[config.mk]
export PLATFORM = sky130hd
export DESIGN_NAME = ccc_front
export DESIGN_NICKNAME = d
export VERILOG_FILES = /design/src/ccc_pkg.sv /design/src/ccc_front.sv
export SDC_FILE = /design/constraint.sdc
export NUM_CORES = 2
export LEC_CHECK = 0
export ABC_AREA = 0
export BUFFER_PORTS_ARGS = -buffer_cell sky130_fd_sc_hd__buf_2
export CAP_MARGIN = 15
export CORE_AREA = 2 2 350 352
export CTS_BUF_LIST = sky130_fd_sc_hd__clkbuf_4
export DETAILED_ROUTE_END_ITERATION = 6
export DIE_AREA = 0 0 352 354
export PLACE_DENSITY = 0.71
export SLEW_MARGIN = 20
export SYNTH_ARGS = -nofsm -noshare
export SYNTH_HDL_FRONTEND = slang
export SYNTH_SLANG_ARGS = --single-unit
[constraint.sdc]
create_clock -name clk -period 5.1 [get_ports clk]
set_input_delay 1.02 -clock clk [delete_from_list [all_inputs] [get_ports clk]]
set_output_delay 1.02 -clock clk [all_outputs]
set_load 0.02 [all_outputs]
[src/ccc_pkg.sv]
// Package with the shared types and constants of the conductivity core.
package ccc_pkg;

	localparam int SLOPE_SCALE = 10;
	localparam int COMP_SHIFT  = 7;
	localparam int CFG_IDX_W   = 3;
	localparam int CFG_DATA_W  = 32;

	localparam logic signed [15:0] TEMP_REF   = 16'sd250;
	localparam logic signed [15:0] COMP_UNITY = 16'sd10000;

	// Register indexes of the configuration port.
	localparam logic [CFG_IDX_W-1:0] REG_SLOPE  = 3'd0;
	localparam logic [CFG_IDX_W-1:0] REG_OFFSET = 3'd1;
	localparam logic [CFG_IDX_W-1:0] REG_COEF   = 3'd2;
	localparam logic [CFG_IDX_W-1:0] REG_ENABLE = 3'd3;
	localparam logic [CFG_IDX_W-1:0] REG_MIN    = 3'd4;
	localparam logic [CFG_IDX_W-1:0] REG_MAX    = 3'd5;

	// Status codes of a result.
	localparam logic [1:0] ST_OK       = 2'd0;
	localparam logic [1:0] ST_NEG      = 2'd1;
	localparam logic [1:0] ST_ZERO_DIV = 2'd2;

	// Widths of the division datapath.
	localparam int NUM_W = 64;  // numerator magnitude bits
	localparam int DEN_W = 32;  // divisor magnitude bits

	typedef struct packed {
		logic signed [31:0] current_integral;
		logic signed [31:0] voltage_integral;
		logic signed [15:0] temperature_tenths;
	} in_beat_t;

	typedef struct packed {
		logic signed [15:0] conductivity;
		logic [1:0]         status;
	} out_beat_t;

	typedef struct packed {
		logic signed [31:0] slope;
		logic signed [15:0] offset;
		logic [15:0]        temp_coefficient;
		logic               compensate_enable;
		logic signed [15:0] result_min;
		logic signed [15:0] result_max;
	} cfg_t;

	// Control word that travels down the divider pipeline beside the partial
	// quotient.
	typedef struct packed {
		logic       neg_q;
		logic       zero_div;
		logic [1:0] status;
	} div_ctl_t;

endpackage

[src/ccc_front.sv]
// Front stages: slope product, shift, sign handling and the compensation factor.
module ccc_front (
	input  logic                       clk,
	input  logic                       arst_n,
	input  logic                       adv,
	input  logic                       in_valid,
	input  ccc_pkg::in_beat_t          in_beat,
	input  ccc_pkg::cfg_t              cfg,
	output logic                       out_valid,
	output logic [ccc_pkg::NUM_W-1:0]  num,
	output logic [ccc_pkg::DEN_W-1:0]  den,
	output ccc_pkg::div_ctl_t          ctl,
	output logic signed [31:0]         factor
);

	// Stage 1: product of current and slope, and coefficient product.
	logic               v_s1;
	logic signed [63:0] prod_s1;
	logic [31:0]        volt_s1;
	logic               neg_s1;
	logic               vzero_s1;
	logic signed [32:0] tprod_s1;

	logic signed [16:0] tdiff;
	always_comb tdiff = 17'(in_beat.temperature_tenths) - 17'(ccc_pkg::TEMP_REF);

	always_ff @(posedge clk or negedge arst_n) begin
		if (!arst_n) begin
			v_s1 <= 1'b0;
		end else if (adv) begin
			v_s1 <= in_valid;
		end
	end

	always_ff @(posedge clk) begin
		if (adv) begin
			prod_s1  <= in_beat.current_integral * cfg.slope;
			volt_s1  <= in_beat.voltage_integral;
			neg_s1   <= in_beat.current_integral[31] | in_beat.voltage_integral[31];
			vzero_s1 <= in_beat.voltage_integral == '0;
			tprod_s1 <= $signed({1'b0, cfg.temp_coefficient}) * tdiff;
		end
	end

	// Stage 2: floor shift; take magnitude of the dividend.
	logic signed [63:0] shifted;
	always_comb shifted = prod_s1 >>> ccc_pkg::SLOPE_SCALE;

	always_ff @(posedge clk or negedge arst_n) begin
		if (!arst_n) begin
			out_valid <= 1'b0;
		end else if (adv) begin
			out_valid <= v_s1;
		end
	end

	always_ff @(posedge clk) begin
		if (adv) begin
			num          <= (neg_s1 || vzero_s1) ? '0 :
				(shifted[63] ? 64'(-shifted) : 64'(shifted));
			den          <= (neg_s1 || vzero_s1) ? 32'd1 : volt_s1;
			ctl.neg_q    <= shifted[63] & ~neg_s1 & ~vzero_s1;
			ctl.zero_div <= ~neg_s1 & vzero_s1;
			ctl.status   <= neg_s1 ? ccc_pkg::ST_NEG :
				(vzero_s1 ? ccc_pkg::ST_ZERO_DIV : ccc_pkg::ST_OK);
			factor       <= 32'(tprod_s1 >>> ccc_pkg::COMP_SHIFT) + 32'(ccc_pkg::COMP_UNITY);
		end
	end

endmodule

==> flow_summary.toml <==
[status]
outcome = "finished, violations left"
violations = "negative setup slack"

[worst_setup_path]
worstPathArrival_ns = 7.90
start_kind = "primary input"
crit_path_max_fanout = 8
path_class = "in2reg"
end_kind = "register"
cp_slowest_cell = "fa_1"
critPathMaxStageDelay_ns = 0.60
r2r_cells = 10
cpMostUsedCell = "fa_1"
critPathRequiredTime_ns = 5.62

[timing]
report.final.hold_viol_count = 0
report.final.slew_viol_count = 0
min_period_over_period = 1.45
finalSetupViolations = 77
rsz0062_at_grt = "true"
max_slew_margin = 0.297
fmax_mhz = 136
worstMarginPinSlew_ns = 1.05
final.setup.worst_slack_ns = -2.27
fin_worst_skew_ns = 0.0316
tns_ns = -127.74
period_minus_slack_ns = 7.37

[place]
place_congestion = 0.895
dpl_cell_area_sq_mm = 0.0620
hpwl_mm = 119
port_buffers = 264

[final_layout]
layout.nets = 7935
area_delta_synth_final_pct = 21.0
drive_gt1_frac = 0.225
final_area_sq_mm = 0.0652
final_util = 0.539

[route]
route.detailed.drc = 0
drt_wl_total_mm = 140
vias = 39093
via_per_inst = 4.99
wl_per_cell_microns = 17.8
drtIter0Drc = 2127
drtAntennaViolNets = 0
firstDrtPassIters = 5

[global_routing]
grt-ovfl-total = 0
grt_usage = 0.234
grt_max_degree = 96
grt_pass1_vias = 44525
grt_pass1_wl_mm = 231
antenna_found_initial = 4

[synthesis]
synth_edf_count = 241
synth_top_area_share = 0.479
synth_top_cells_by_count = "1,289 x fa_1, 1,269 x inv_1, 716 x nand2_1"
syn_area_sq_mm = 0.0539
syn-instance-count = 5422
seq_area_frac_synth = 0.135
synthArstFlopShare = 0.00823
yosysUniqueCellTypes = 58
synth.most_common_cell = "fa_1"
ys.flop_type = "edfxtp_1"
yosys_warnings = 0
yosysTopAreaCell = "fa_1"
postSynthAreaPerCell_sq_um = 9.94
ys_ff_latch = 243
yosys-top-cells-area = "fa_1 48%, edfxtp_1 13%, inv_1 8.8%, ha_1 7.0%, and2_1 6.9%"

[worst_hold_path]
hold_depth = 0
hold_class = "reg2reg"

[floorplan]
num_rows = 128
initial_core_util = 0.446
core_sq_mm = 0.121
die_x_microns = 352
num_io_pins = 314
die_y_microns = 354
dieArea_sq_mm = 0.125

[cts]
htreeDepth = 2
clk_latency_ns = 0.77
cts_buffers = 57
clk_pin_slew_ns = 0.08
clockBufferDepth = 3
cts_tree = "built"
clock_sinks = 243
clock-root-buffer = "clkbuf_4"

[job]
drv_cap = 0
worst paths after layout:
check / start / end / slack, ns
setup / recovery: in_beat[64] / prod_s1[59]$_DFFE_PP_ / -2.27
hold / removal: tprod_s1[10]$_DFFE_PP_ / factor[3]$_DFFE_PP_ / 0.41
setup reg to reg: prod_s1[30]$_DFFE_PP_ / num[51]$_SDFFCE_PP0P_ / 1.26
hold reg to reg: tprod_s1[10]$_DFFE_PP_ / factor[3]$_DFFE_PP_ / 0.41
max in group asynchronous: arst_n / out_valid$_DFFE_PN0P_ / 4.41
min in group asynchronous: arst_n / v_s1$_DFFE_PN0P_ / 0.58
stage by stage:
step	hold slack [ns]	instances	setup slack, ns
floorplan	0.400	5431	-2.80
global placement	0.408	7657	-3.30
detailed placement	0.408	7657	-3.41
CTS	0.376	7813	-2.25
global route	0.367	7833	-2.41
finish	0.414	7833	-2.27
metal layers:
layer  global-route usage  share of wire  wire, microns
met5                    0       0.000093             13
met3               0.0276          0.044           6150
met1                0.281           0.38          53100
met2                0.424           0.53          73400
met4               0.0983          0.049           6900
worst max-delay path, delay by kind of cell:
| kind | cells | cell delay [ns] |
|---|---|---|
| adders and majority gates | 9 | 4.42 |
| AOI/OAI and AO/OA | 4 | 0.95 |
| buffers and inverters | 6 | 0.64 |
| and+or+nand+nor | 6 | 0.86 |
cells by family after synthesis:
family / share of synthesized area
AOI/OAI and AO/OA: 0.0291
and+or+nand+nor: 0.151
DFF: 0.135
buffers and inverters: 0.106
xor gates and xnor gates: 0.0288
other: 0.0000696
muxes: 0.000603
adders and majority gates: 0.549
cell type report:
cell class	count	area [sq um]
antenna	2	5.00
clock buffer	79	593
clock inverter	23	145
fill	10379	55700
inverter	1269	4770
multi-input combinational	3670	42900
sequential	243	7290
tap	1625	2030
timing repair buffer	922	7500
timing repair:
item	CTS	global route
pin swaps	105	68
gates cloned	2	1
endpoints found under the hold margin	2	0
endpoints found under the setup margin	79	79
hold buffers	1	0
gates resized for setup	340	134
buffers inserted	55	26
sequential cells by signal (all words and copies together), names as in the netlist:
signal,count
tprod_s1,26
factor,27
prod_s1,54
vzero_s1,1
den,32
volt_s1,32
ctl,4
num,64
neg_s1,1
v_s1,1
out_valid,1
placed cells by master, fill, tap and decap left out, drive strengths merged, types with 21 or more instances in the layout:
master,n
fa,1289
inv,1269
buf,914
nand2,716
and2,596
ha,302
edfxtp,241
nor2,139
xnor2,94
clkbuf,84
xor2,83
a21oi,72
o21ai,52
nor2b,45
a21o,32
nand2b,27
o31ai,23
nand4,21
clkinv,21
Power is left out: the tool's default activity adds up to more than one toggle a clock period on the data nets, which glitch-free logic cannot reach.
